`src/design/fbsb_pkg.sv`:
```
// Package for the 4b/6b line decoder: payload types, code table and lookup.
// No dependencies; used by fbsb_dec_core and four_b_six_b_decoder_top.
package fbsb_pkg;

   localparam int SymbolWidth = 6;
   localparam int NibbleWidth = 4;
   localparam int CodeCount   = 16;

   // Line bits left over between bytes: at most five.
   localparam int LineBitsWidth  = 5;
   localparam int LineCountWidth = 3;

   typedef logic [SymbolWidth-1:0] symbol_type;
   typedef logic [NibbleWidth-1:0] nibble_type;

   localparam symbol_type SymTable [CodeCount] = '{
      6'd21, 6'd49, 6'd50, 6'd35, 6'd52, 6'd37, 6'd38, 6'd22,
      6'd26, 6'd25, 6'd42, 6'd11, 6'd44, 6'd13, 6'd14, 6'd28
   };

   typedef struct packed {
      logic [7:0] encoded_byte;
      logic       start_frame;
   } req_payload_type;

   typedef struct packed {
      logic [7:0] decoded_byte;
      logic       byte_valid;
      logic       code_error;
   } rsp_payload_type;

   typedef struct packed {
      logic       hit;
      nibble_type nibble;
   } lookup_type;

   // Parallel compare against all sixteen codes; index of the match is the nibble.
   function automatic lookup_type sym_lookup(input symbol_type sym);
      lookup_type res;
      res = '0;
      for (int k = 0; k < CodeCount; k++) begin
         if (SymTable[k] == sym) begin
            res.hit    = 1'b1;
            res.nibble = NibbleWidth'(k);
         end
      end
      return res;
   endfunction

endpackage

```
`src/design/fbsb_dec_core.sv`:
```
// Decoder core: bit accumulator, symbol lookup and nibble pairing state.
// Depends on fbsb_pkg.
module fbsb_dec_core (
   input  logic                     clock,
   input  logic                     reset,
   input  logic                     advance,
   input  fbsb_pkg::req_payload_type item,
   output logic                     result_valid,
   output fbsb_pkg::rsp_payload_type result
);

   logic [fbsb_pkg::LineBitsWidth-1:0]  line_bits_ff, line_bits_in;
   logic [fbsb_pkg::LineCountWidth-1:0] line_count_ff, line_count_in;
   fbsb_pkg::nibble_type                pend_nib_ff, pend_nib_in;
   logic                                nib_wait_ff, nib_wait_in;

   logic [fbsb_pkg::LineBitsWidth-1:0]  bits_cur;
   logic [fbsb_pkg::LineCountWidth-1:0] cnt_cur;
   fbsb_pkg::nibble_type                pend_cur;
   logic                                wait_cur;
   logic [12:0]                         acc;
   logic [2:0]                          shamt1, shamt2;
   logic                                two_syms;
   fbsb_pkg::lookup_type                lk1, lk2;
   fbsb_pkg::nibble_type                pend_mid;
   logic                                wait_mid;
   logic                                byte1, byte2;
   logic [fbsb_pkg::LineCountWidth-1:0] cnt_rest;
   logic [5:0]                          rest_mask;
   logic                                err;

   always_comb begin
      // start flag clears state before the byte is used
      bits_cur = item.start_frame ? '0 : line_bits_ff;
      cnt_cur  = item.start_frame ? '0 : line_count_ff;
      pend_cur = item.start_frame ? '0 : pend_nib_ff;
      wait_cur = item.start_frame ? 1'b0 : nib_wait_ff;

      acc      = {bits_cur, item.encoded_byte};
      shamt1   = cnt_cur + 3'd2;
      shamt2   = cnt_cur - 3'd4;
      two_syms = (cnt_cur >= 3'd4);

      lk1 = fbsb_pkg::sym_lookup(fbsb_pkg::symbol_type'(acc >> shamt1));
      lk2 = fbsb_pkg::sym_lookup(fbsb_pkg::symbol_type'(acc >> shamt2));

      // first symbol
      byte1    = lk1.hit && wait_cur;
      pend_mid = wait_cur ? '0 : lk1.nibble;
      wait_mid = !wait_cur;

      // second symbol, only when twelve or more bits are present
      byte2 = lk1.hit && two_syms && lk2.hit && wait_mid;
      err   = !lk1.hit || (two_syms && !lk2.hit);

      result.code_error   = err;
      result.byte_valid   = byte1 || byte2;
      result.decoded_byte = byte2 ? {pend_mid, lk2.nibble} :
                            byte1 ? {pend_cur, lk1.nibble} : 8'd0;
      result_valid        = result.byte_valid || err;

      cnt_rest  = two_syms ? shamt2 : shamt1;
      rest_mask = (6'd1 << cnt_rest) - 6'd1;

      if (err) begin
         line_bits_in  = '0;
         line_count_in = '0;
         pend_nib_in   = '0;
         nib_wait_in   = 1'b0;
      end else begin
         line_bits_in  = acc[4:0] & rest_mask[4:0];
         line_count_in = cnt_rest;
         if (two_syms) begin
            pend_nib_in = wait_mid ? '0 : lk2.nibble;
            nib_wait_in = !wait_mid;
         end else begin
            pend_nib_in = pend_mid;
            nib_wait_in = wait_mid;
         end
      end
   end

   always_ff @(posedge clock) begin
      if (reset) begin
         line_bits_ff  <= '0;
         line_count_ff <= '0;
         pend_nib_ff   <= '0;
         nib_wait_ff   <= 1'b0;
      end else if (advance) begin
         line_bits_ff  <= line_bits_in;
         line_count_ff <= line_count_in;
         pend_nib_ff   <= pend_nib_in;
         nib_wait_ff   <= nib_wait_in;
      end
   end

endmodule

```
`src/design/four_b_six_b_decoder_top.sv`:
```
// 4b/6b line decoder top level: input register, decoder core, result register.
// Depends on fbsb_pkg and fbsb_dec_core.
//
// Usage:
//   Input channel (req_valid/req_ready/req_data) carries one received line byte,
//   MSB first, with a start_frame flag that clears the decoder before the byte.
//   Result channel (rsp_valid/rsp_ready/rsp_data) carries a decoded byte and/or
//   a code error flag. A line byte yields zero or one result transfer.
//   Each input byte is held in the input register, and its result then in the
//   result register. Throughput: one input byte per cycle while the receiver
//   does not stall the result register.
//   Bytes that complete no data byte and hit no error produce no transfer.
//   Reset clears the accumulator, the half-byte and both valid flags.
//   When the receiver stalls, the result register holds; the input register
//   fills and req_ready drops only while both stages are occupied, so nothing
//   is lost or repeated.
module four_b_six_b_decoder_top (
   input  logic                      clock,
   input  logic                      reset,
   input  logic                      req_valid,
   output logic                      req_ready,
   input  fbsb_pkg::req_payload_type req_data,
   output logic                      rsp_valid,
   input  logic                      rsp_ready,
   output fbsb_pkg::rsp_payload_type rsp_data
);

   logic                      in_vld_ff, in_vld_in;
   fbsb_pkg::req_payload_type in_data_ff;
   logic                      out_vld_ff, out_vld_in;
   fbsb_pkg::rsp_payload_type out_data_ff;

   logic                      out_free;
   logic                      advance;
   logic                      core_vld;
   fbsb_pkg::rsp_payload_type core_res;

   // result slot is free when empty or being drained this cycle
   assign out_free  = !out_vld_ff || rsp_ready;
   assign advance   = in_vld_ff && out_free;
   assign req_ready = !in_vld_ff || out_free;

   fbsb_dec_core u_core (
      .clock        (clock),
      .reset        (reset),
      .advance      (advance),
      .item         (in_data_ff),
      .result_valid (core_vld),
      .result       (core_res)
   );

   always_comb begin
      in_vld_in = in_vld_ff;
      if (req_ready) begin
         in_vld_in = req_valid;
      end
      out_vld_in = out_vld_ff;
      if (out_free) begin
         out_vld_in = advance && core_vld;
      end
   end

   always_ff @(posedge clock) begin
      if (reset) begin
         in_vld_ff  <= 1'b0;
         out_vld_ff <= 1'b0;
      end else begin
         in_vld_ff  <= in_vld_in;
         out_vld_ff <= out_vld_in;
      end
   end

   // payload registers, no reset
   always_ff @(posedge clock) begin
      if (req_ready && req_valid) begin
         in_data_ff <= req_data;
      end
      if (advance && core_vld) begin
         out_data_ff <= core_res;
      end
   end

   assign rsp_valid = out_vld_ff;
   assign rsp_data  = out_data_ff;

endmodule

```
`config.mk`:
```
export PLATFORM = sky130hd
export DESIGN_NAME = four_b_six_b_decoder_top
export DESIGN_NICKNAME = d
export VERILOG_FILES = /design/src/design/fbsb_pkg.sv /design/src/design/fbsb_dec_core.sv /design/src/design/four_b_six_b_decoder_top.sv
export SDC_FILE = /design/constraint.sdc
export NUM_CORES = 1
export LEC_CHECK = 0
export ABC_CLOCK_PERIOD_IN_PS = 4400
export BUFFER_PORTS_ARGS = -buffer_cell sky130_fd_sc_hd__buf_2
export CAP_MARGIN = 40
export CORE_MARGIN = 2
export CORE_UTILIZATION = 29
export CTS_CLUSTER_SIZE = 30
export DETAILED_ROUTE_END_ITERATION = 10
export PLACE_DENSITY = 0.51
export SYNTH_ARGS = -nofsm -noshare
export SYNTH_HDL_FRONTEND = slang
export SYNTH_SLANG_ARGS = --single-unit
```
`constraint.sdc`:
```
create_clock -name clock -period 4.4 [get_ports clock]
set_input_delay 0.22 -clock clock [delete_from_list [all_inputs] [get_ports clock]]
set_output_delay 0.22 -clock clock [all_outputs]
set_load 0.05 [all_outputs]
```
==> metrics.md, run 1 <==
| Metric | Value |
|---|---|
| Total design power | `1.12 mW` |
| Met3 Use GR | `0.0170` |
| Hold path depth | `1` |
| FILL cells | `~1100` |
| Met1 Use GR | `0.211` |
| DRT antenna net count | `0` |
| Initial Util | `0.301` |
| Die W | `between 100 and 150 µm` |
| Run status | `finished clean` |
| Worst Max-Slew Pin Slew | `a little under 0.9 ns` |
| FF+latch count, synth | `34` |
| Max Clock Skew | `0.00488 ns` |
| DRT Pass-1 Iters | `4` |
| Hold Vio Cnt, Final | `0` |
| Critical-path cell list | `nand2b_1, o22a_1, o211a_1, or2_1, or4b_4, nor3b_4, o21ai_4, a21oi_1, buf_4` |
| Tot GR Track Use | `0.151` |
| Nets | `379` |
| Routed wire length per instance | `~18 µm` |
| Ys flop type | `edfxtp_1` |
| ANT cells | `0` |
| RePlAce Congestion | `about 0.8` |
| Post-CTS Hold Buffers | `0` |
| Reg2reg end | `rsp_data[6]$_DFFE_PP_` |
| Clk Latency, worst-skew pair | `0.28 ns` |
| Share of layout cells above drive strength 1 | `0.254` |
| Die area | `12200 µm²` |
| RSZ-0062 raised after global routing | `false` |
| Crit path DAT | `3.74 ns` |
| Final min period | `roughly 3.7 ns` |
| Post-Synthesis Cells | `approximately 350` |
| Placed cell areas | `~3500 µm²` |
| Count leader, synth | `nand2_1` |
| FP Rows | `38` |
| PwrDens | `a little over 300 nW/µm²` |
| Layout Cells excl Fill | `between 500 and 600` |
| Dpl hpwl | `~7000 µm` |
| Startpoint types | `register` |
| Hold EP | `in_data_ff[1]$_DFFE_PP_` |
| Max Transition Viols Final | `0` |
| CP peak stage delay | `0.88 ns` |
| FF-to-FF setup slack | `between 0.6 and 0.7 ns` |
| Total wire length | `between 9000 and 10000 µm` |
| Tcrit/Tclk final | `0.843` |
| Number of synthesized flops with an enable pin | `19` |
| Initial drt markers | `approximately 270` |
| Top cell type's share of synthesized area | `0.173` |
| Grt ovf | `0` |
| Avg Synthesized Cell Area | `roughly 9.5 µm²` |
| Max-cap violations | `0` |
| Max frequency | `~0.27 GHz` |
| Syn_nets | `~360` |
| Synth cell count leaders | `nand2_1 (40), nor2_1 (20), edfxtp_1 (19)` |
| Pin count of the biggest net entering global routing | `24` |
| Dpl ws | `approximately 0.75 ns` |
| Worst Slack Setup Final | `a little under 0.7 ns` |
| CTS tree | `yes` |
| CTS root buffer | `clkbuf_16` |
| Top cells by area, synth | `edfxtp_1 (17%), dfxtp_1 (9.1%), nand2_1 (4.6%)` |
| Leakage Power | `between 1 and 1.5 nW` |
| PostCTS Resize Cnt | `0` |
| Post-synthesis sequential area ratio | `0.265` |
| Crit Path Class | `reg -> reg` |
| Vias in the first global route | `about 2800` |
| VDD IR max | `0.244 mV` |
| Via density per instance | `approximately 5.8` |
| Fraction of registers with async set/reset | `0` |
| Worst r2r src | `u_core.line_count_ff[1]$_SDFFE_PP0P_` |
| Inserted Clock Buffers | `5` |
| Die Span Y | `111 µm` |
| Number of distinct library cells after synthesis | `97` |
| DP Cell Count | `between 400 and 500` |
| Reg clk slew, reported paths | `approximately 0.050 ns` |
| Ys Warns | `0` |
| # setup viols final | `0` |
| Design Area, Final | `~3700 µm²` |
| Gr busiest metal | `met2` |
| Final core occ | `0.335` |
| Synth area leader | `edfxtp_1` |
| Initial antenna violation count | `0` |
| Via count | `~2900` |
| Worst Path Required | `approximately 4.4 ns` |
| Worst Path Max Fanout | `23` |
| Synthesis-to-layout area growth | `11.3%` |
| Placeable Area | `~11000 µm²` |
| Max Buffers Root-to-Sink | `2` |
| Setup TNS | `0 ns` |
| Clock sink count | `34` |
| First-pass GRT wire length | `between 15000 and 20000 µm` |
| Synthesized area | `3290 µm²` |
| WHS | `0.117 ns` |
| # DRC | `0` |
| Worst setup EP type | `register` |
| Port bufs | `24` |
| R2R cell count | `9` |
| Post-CTS setup buffer count | `0` |
| Max-slew headroom | `0.423` |
| Met2 usage | `0.246` |
| Min-delay worst type | `in -> reg` |
| CTS H-tree depth | `2` |
| Slowest CP cell | `dfxtp_1` |
| Worst hold start | `req_data[1]` |
| I/O pin cnt | `25` |
==> routing by layer <==
metal,vias up,wire [µm]
li1,1387,-
met1,1423,4290
met2,101,4260
met3,17,411
met4,0,191
met5,-,0
==> sequential cells by signal, summed over array words and instances (netlist names) <==
register,flops
in_data_ff,9
in_vld_ff,1
rsp_data,10
rsp_valid,1
u_core.line_bits_ff,5
u_core.line_count_ff,3
u_core.nib_wait_ff,1
u_core.pend_nib_ff,4
==> area by class of cell <==
type,count,area [µm²],area share
inverters,6,22.5,0.00615
multi-input cells,284,2240,0.611
repair buffers,34,195,0.0533
flip-flops and latches,34,871,0.238
clock inverters,1,30.0,0.00820
clock buffers,7,133,0.0362
well taps,140,175,0.0478
==> placed cells by master, fill, tap and decap left out, types with 6 or more instances in the layout <==
cell type  count
a21oi_1       11
buf_4         10
nand3_1       11
nand2b_1      12
nor4_1         6
nor3_1         6
o21ai_0        7
nand2_1       40
buf_2         24
or3_1          6
nor2_1        20
dfxtp_1       15
mux2i_1        9
xnor2_1       14
edfxtp_1      19
==> worst max path at each step <==
| stage | from | end |
|---|---|---|
| after global placement | u_core.line_count_ff[1]$_SDFFE_PP0P_ | rsp_data[9]$_DFFE_PP_ |
| after detailed placement | u_core.line_count_ff[1]$_SDFFE_PP0P_ | rsp_data[4]$_DFFE_PP_ |
| after global routing | u_core.line_count_ff[1]$_SDFFE_PP0P_ | rsp_data[6]$_DFFE_PP_ |
| after CTS | u_core.line_count_ff[1]$_SDFFE_PP0P_ | rsp_data[6]$_DFFE_PP_ |
| final | u_core.line_count_ff[1]$_SDFFE_PP0P_ | rsp_data[6]$_DFFE_PP_ |
| after floorplan | u_core.line_count_ff[0]$_SDFFE_PP0P_ | rsp_data[0]$_DFFE_PP_ |
==> critical path: cells and delay by family (launching register included) <==
family                 cells  cell delay (ns)
flip-flops                 1             0.88
buffers and inverters      1             0.20
AO/OA/AOI/OAI              4             0.84
AND/OR/NAND/NOR            4             1.52
==> power by group <==
group | switching (mW) | internal, mW | total [mW]
Sequential | 0.0212 | 0.356 | 0.377
Combinational | 0.222 | 0.125 | 0.347
Clock | 0.126 | 0.267 | 0.393
==> logic make-up after synthesis <==
kind of cell               share of synthesized area
and+or+nand+nor                                0.254
AOI/OAI and AO/OA                              0.307
DFF                                            0.265
buffers and inverters                         0.0555
xor gates and xnor gates                      0.0506
muxes                                         0.0639
adders and majority gates                    0.00380
Power figures use the tool's default switching activity.
==> inputs of run 2 (changes only) <==
--- a/config.mk
+++ b/config.mk
@@ -5,7 +5,7 @@
 export SDC_FILE = /design/constraint.sdc
 export NUM_CORES = 1
 export LEC_CHECK = 0
-export ABC_CLOCK_PERIOD_IN_PS = 4400
+export ABC_CLOCK_PERIOD_IN_PS = 3500
 export BUFFER_PORTS_ARGS = -buffer_cell sky130_fd_sc_hd__buf_2
 export CAP_MARGIN = 40
 export CORE_MARGIN = 2
==> constraint.sdc (replaced) <==
create_clock -name clock -period 3.5 [get_ports clock]
set_input_delay 0.175 -clock clock [delete_from_list [all_inputs] [get_ports clock]]
set_output_delay 0.175 -clock clock [all_outputs]
set_load 0.05 [all_outputs]
==> run 2 against run 1 <==
Net effect: final cell count increased by 3.2%; global-route usage increased by 0.47 points; power rose by 22%; via count up 2.0%; sequential cell count is the same; die area is the same; worst setup slack worse by 0.51 ns; clock skew grew 0.00062 ns; routed wire length grew 2.8%; critical path type unchanged; critical endpoint unchanged.
==> metrics.md, run 2 (synthesized netlist as in run 1, its figures left out) <==
| Metric | Value |
|---|---|
| Most frequent cells in the layout | `nand2_1 (40), buf_4 (25), buf_2 (24), nor2_1 (20), edfxtp_1 (19)` |
| Via density per instance | `5.72 (-1.1%)` |
| Clk Latency, worst-skew pair | `0.28 ns (about the same)` |
| Nets | `395 (+4.2%)` |
| Leakage Power | `1.27 nW (+6.0%)` |
| Reg clk slew, reported paths | `0.05 ns (about the same)` |
| Layout Cells excl Fill | `522 (+3.2%)` |
| Startpoint types | `register` |
| Reg2reg end | `rsp_data[6]$_DFFE_PP_` |
| FF-to-FF setup slack | `0.19 ns (-0.51 ns)` |
| Clock sink count | `34 (unchanged)` |
| Tot GR Track Use | `0.156 (+0.00470)` |
| CP most frequent cell | `buf_4` |
| Crit Path Class | `reg -> reg` |
| Tcrit/Tclk final | `0.947 (+0.104)` |
| Grt ovf | `0 (unchanged)` |
| Min-delay worst type | `in -> reg` |
| Worst r2r src | `in_data_ff[0]$_DFFE_PP_` |
| Worst Path Required | `3.54 ns (-0.90 ns)` |
| Max Transition Viols Final | `0 (unchanged)` |
| Die W | `111 µm (unchanged)` |
| Placeable Area | `10900 µm² (unchanged)` |
| Number of buffers and inverters on the critical path | `2 (+1)` |
| Post-CTS Hold Buffers | `0 (unchanged)` |
| Setup TNS | `0 ns (unchanged)` |
| CTS root buffer | `clkbuf_16` |
| ANT cells | `0 (unchanged)` |
| CP peak stage delay | `0.54 ns (-0.34 ns)` |
| Worst Max-Slew Pin Slew | `0.650 ns (-0.214 ns)` |
| Hold EP | `in_data_ff[3]$_DFFE_PP_` |
| Critical-path cell list | `buf_4, and2_1, a311oi_4, a32o_2, a21bo_2, nor4_1, nor3b_4, o21ai_4, a21oi_1, buf_4` |
| # setup viols final | `0 (unchanged)` |
| RePlAce Congestion | `0.901 (+10%)` |
| Most common cell after layout, fill and taps aside | `nand2_1` |
| Max Clock Skew | `0.00549 ns (+0.000617 ns)` |
| Initial Util | `0.301 (unchanged)` |
| Design Area, Final | `3790 µm² (+3.4%)` |
| Dpl hpwl | `7140 µm (+2.5%)` |
| Worst Path Max Fanout | `11 (-52%)` |
| R2R cell count | `10 (+1)` |
| Synthesis-to-layout area growth | `15.1%` |
| Share of layout cells above drive strength 1 | `0.288 (+0.0339)` |
| Die Span Y | `111 µm (unchanged)` |
| Crit path DAT | `3.35 ns (-0.39 ns)` |
| Cell family contributing the most delay on the critical path | `compound AO/OA/AOI/OAI gates` |
| Vias in the first global route | `2876 (+1.7%)` |
| CTS H-tree depth | `2 (unchanged)` |
| Run status | `finished clean` |
| Slowest CP cell | `edfxtp_1` |
| Max-cap violations | `0 (unchanged)` |
| # DRC | `0 (unchanged)` |
| Total wire length | `9410 µm (+2.8%)` |
| Placed cell areas | `3620 µm² (+3.6%)` |
| RSZ-0062 raised after global routing | `false` |
| Initial drt markers | `256 (-5.5%)` |
| VDD IR max | `0.325 mV (+33%)` |
| Port bufs | `24 (unchanged)` |
| Initial antenna violation count | `0 (unchanged)` |
| CTS tree | `yes` |
| FP Rows | `38 (unchanged)` |
| Max Buffers Root-to-Sink | `2 (unchanged)` |
| Inserted Clock Buffers | `5 (unchanged)` |
| Final min period | `3.31 ns (-0.393 ns)` |
| Worst hold start | `req_data[3]` |
| Hold Vio Cnt, Final | `0 (unchanged)` |
| First-pass GRT wire length | `15700 µm (+2.7%)` |
| DRT Pass-1 Iters | `4 (unchanged)` |
| Max frequency | `0.302 GHz (+12%)` |
| Die area | `12200 µm² (unchanged)` |
| Routed wire length per instance | `18.0 µm (-0.33%)` |
| I/O pin cnt | `25 (unchanged)` |
| Max reg flops | `10 (unchanged)` |
| Hold path depth | `1 (unchanged)` |
| DRT antenna net count | `0 (unchanged)` |
| Max-slew headroom | `0.565 (+0.142)` |
| Dpl ws | `0.0139 ns (-0.740 ns)` |
| Via count | `2988 (+2.0%)` |
| DP Cell Count | `513 (+3.0%)` |
| PwrDens | `359 nW/µm² (+18%)` |
| Pin count of the biggest net entering global routing | `32 (+33%)` |
| Worst setup EP type | `register` |
| Worst Slack Setup Final | `0.185 ns (-0.507 ns)` |
run 2: worst max path at each step:
stage | startpoint | to | slack, ns | depth (start not counted)
after floorplan | u_core.line_count_ff[0]$_SDFFE_PP0P_ | rsp_data[0]$_DFFE_PP_ | 0.36 | 10
after global placement | u_core.line_count_ff[1]$_SDFFE_PP0P_ | rsp_data[9]$_DFFE_PP_ | 0.05 | 9
after detailed placement | u_core.line_count_ff[1]$_SDFFE_PP0P_ | rsp_data[2]$_DFFE_PP_ | 0.01 | 9
after CTS | u_core.line_count_ff[1]$_SDFFE_PP0P_ | rsp_data[6]$_DFFE_PP_ | 0.003 | 9
after global routing | u_core.line_count_ff[0]$_SDFFE_PP0P_ | rsp_data[2]$_DFFE_PP_ | 0.001 | 10
final | in_data_ff[0]$_DFFE_PP_ | rsp_data[6]$_DFFE_PP_ | 0.19 | 10
run 2: cell type report:
cell class                 count  area (µm²)
clock buffer                   8         136
fill                        1144        7150
inverter                       6        22.5
multi-input combinational    284        2250
sequential                    34         872
tap                          140         175
timing repair buffer          50         328
run 2: routing by layer:
layer	vias to the layer above	track usage	wire length (µm)
met5	-	0	0
met4	0	0.0625	221
met3	15	0.0220	376
met2	77	0.246	4450
met1	1477	0.214	4360
li1	1419	-	-
run 2: report_power, final:
group	total (mW)	switching (mW)	internal, mW
logic	0.464	0.288	0.176
clock network	0.421	0.157	0.264
registers	0.473	0.0255	0.448
run 2: what timing repair did:
| item | 4_1_cts | 5_1_grt |
|---|---|---|
| endpoints found under the setup margin | 0 | 34 |
| gates resized for setup | 0 | 3 |
| buffers inserted | 0 | 1 |
run 2: through the flow:
stage | utilization | hold WS (ns) | total power, mW
floorplan | - | 0.274 | 0.820
global placement | 0.331 | 0.354 | 0.932
detailed placement | 0.331 | 0.353 | 0.934
CTS | 0.344 | 0.0625 | 1.36
global route | 0.346 | 0.0657 | 1.43
finish | 0.346 | 0.0675 | 1.36
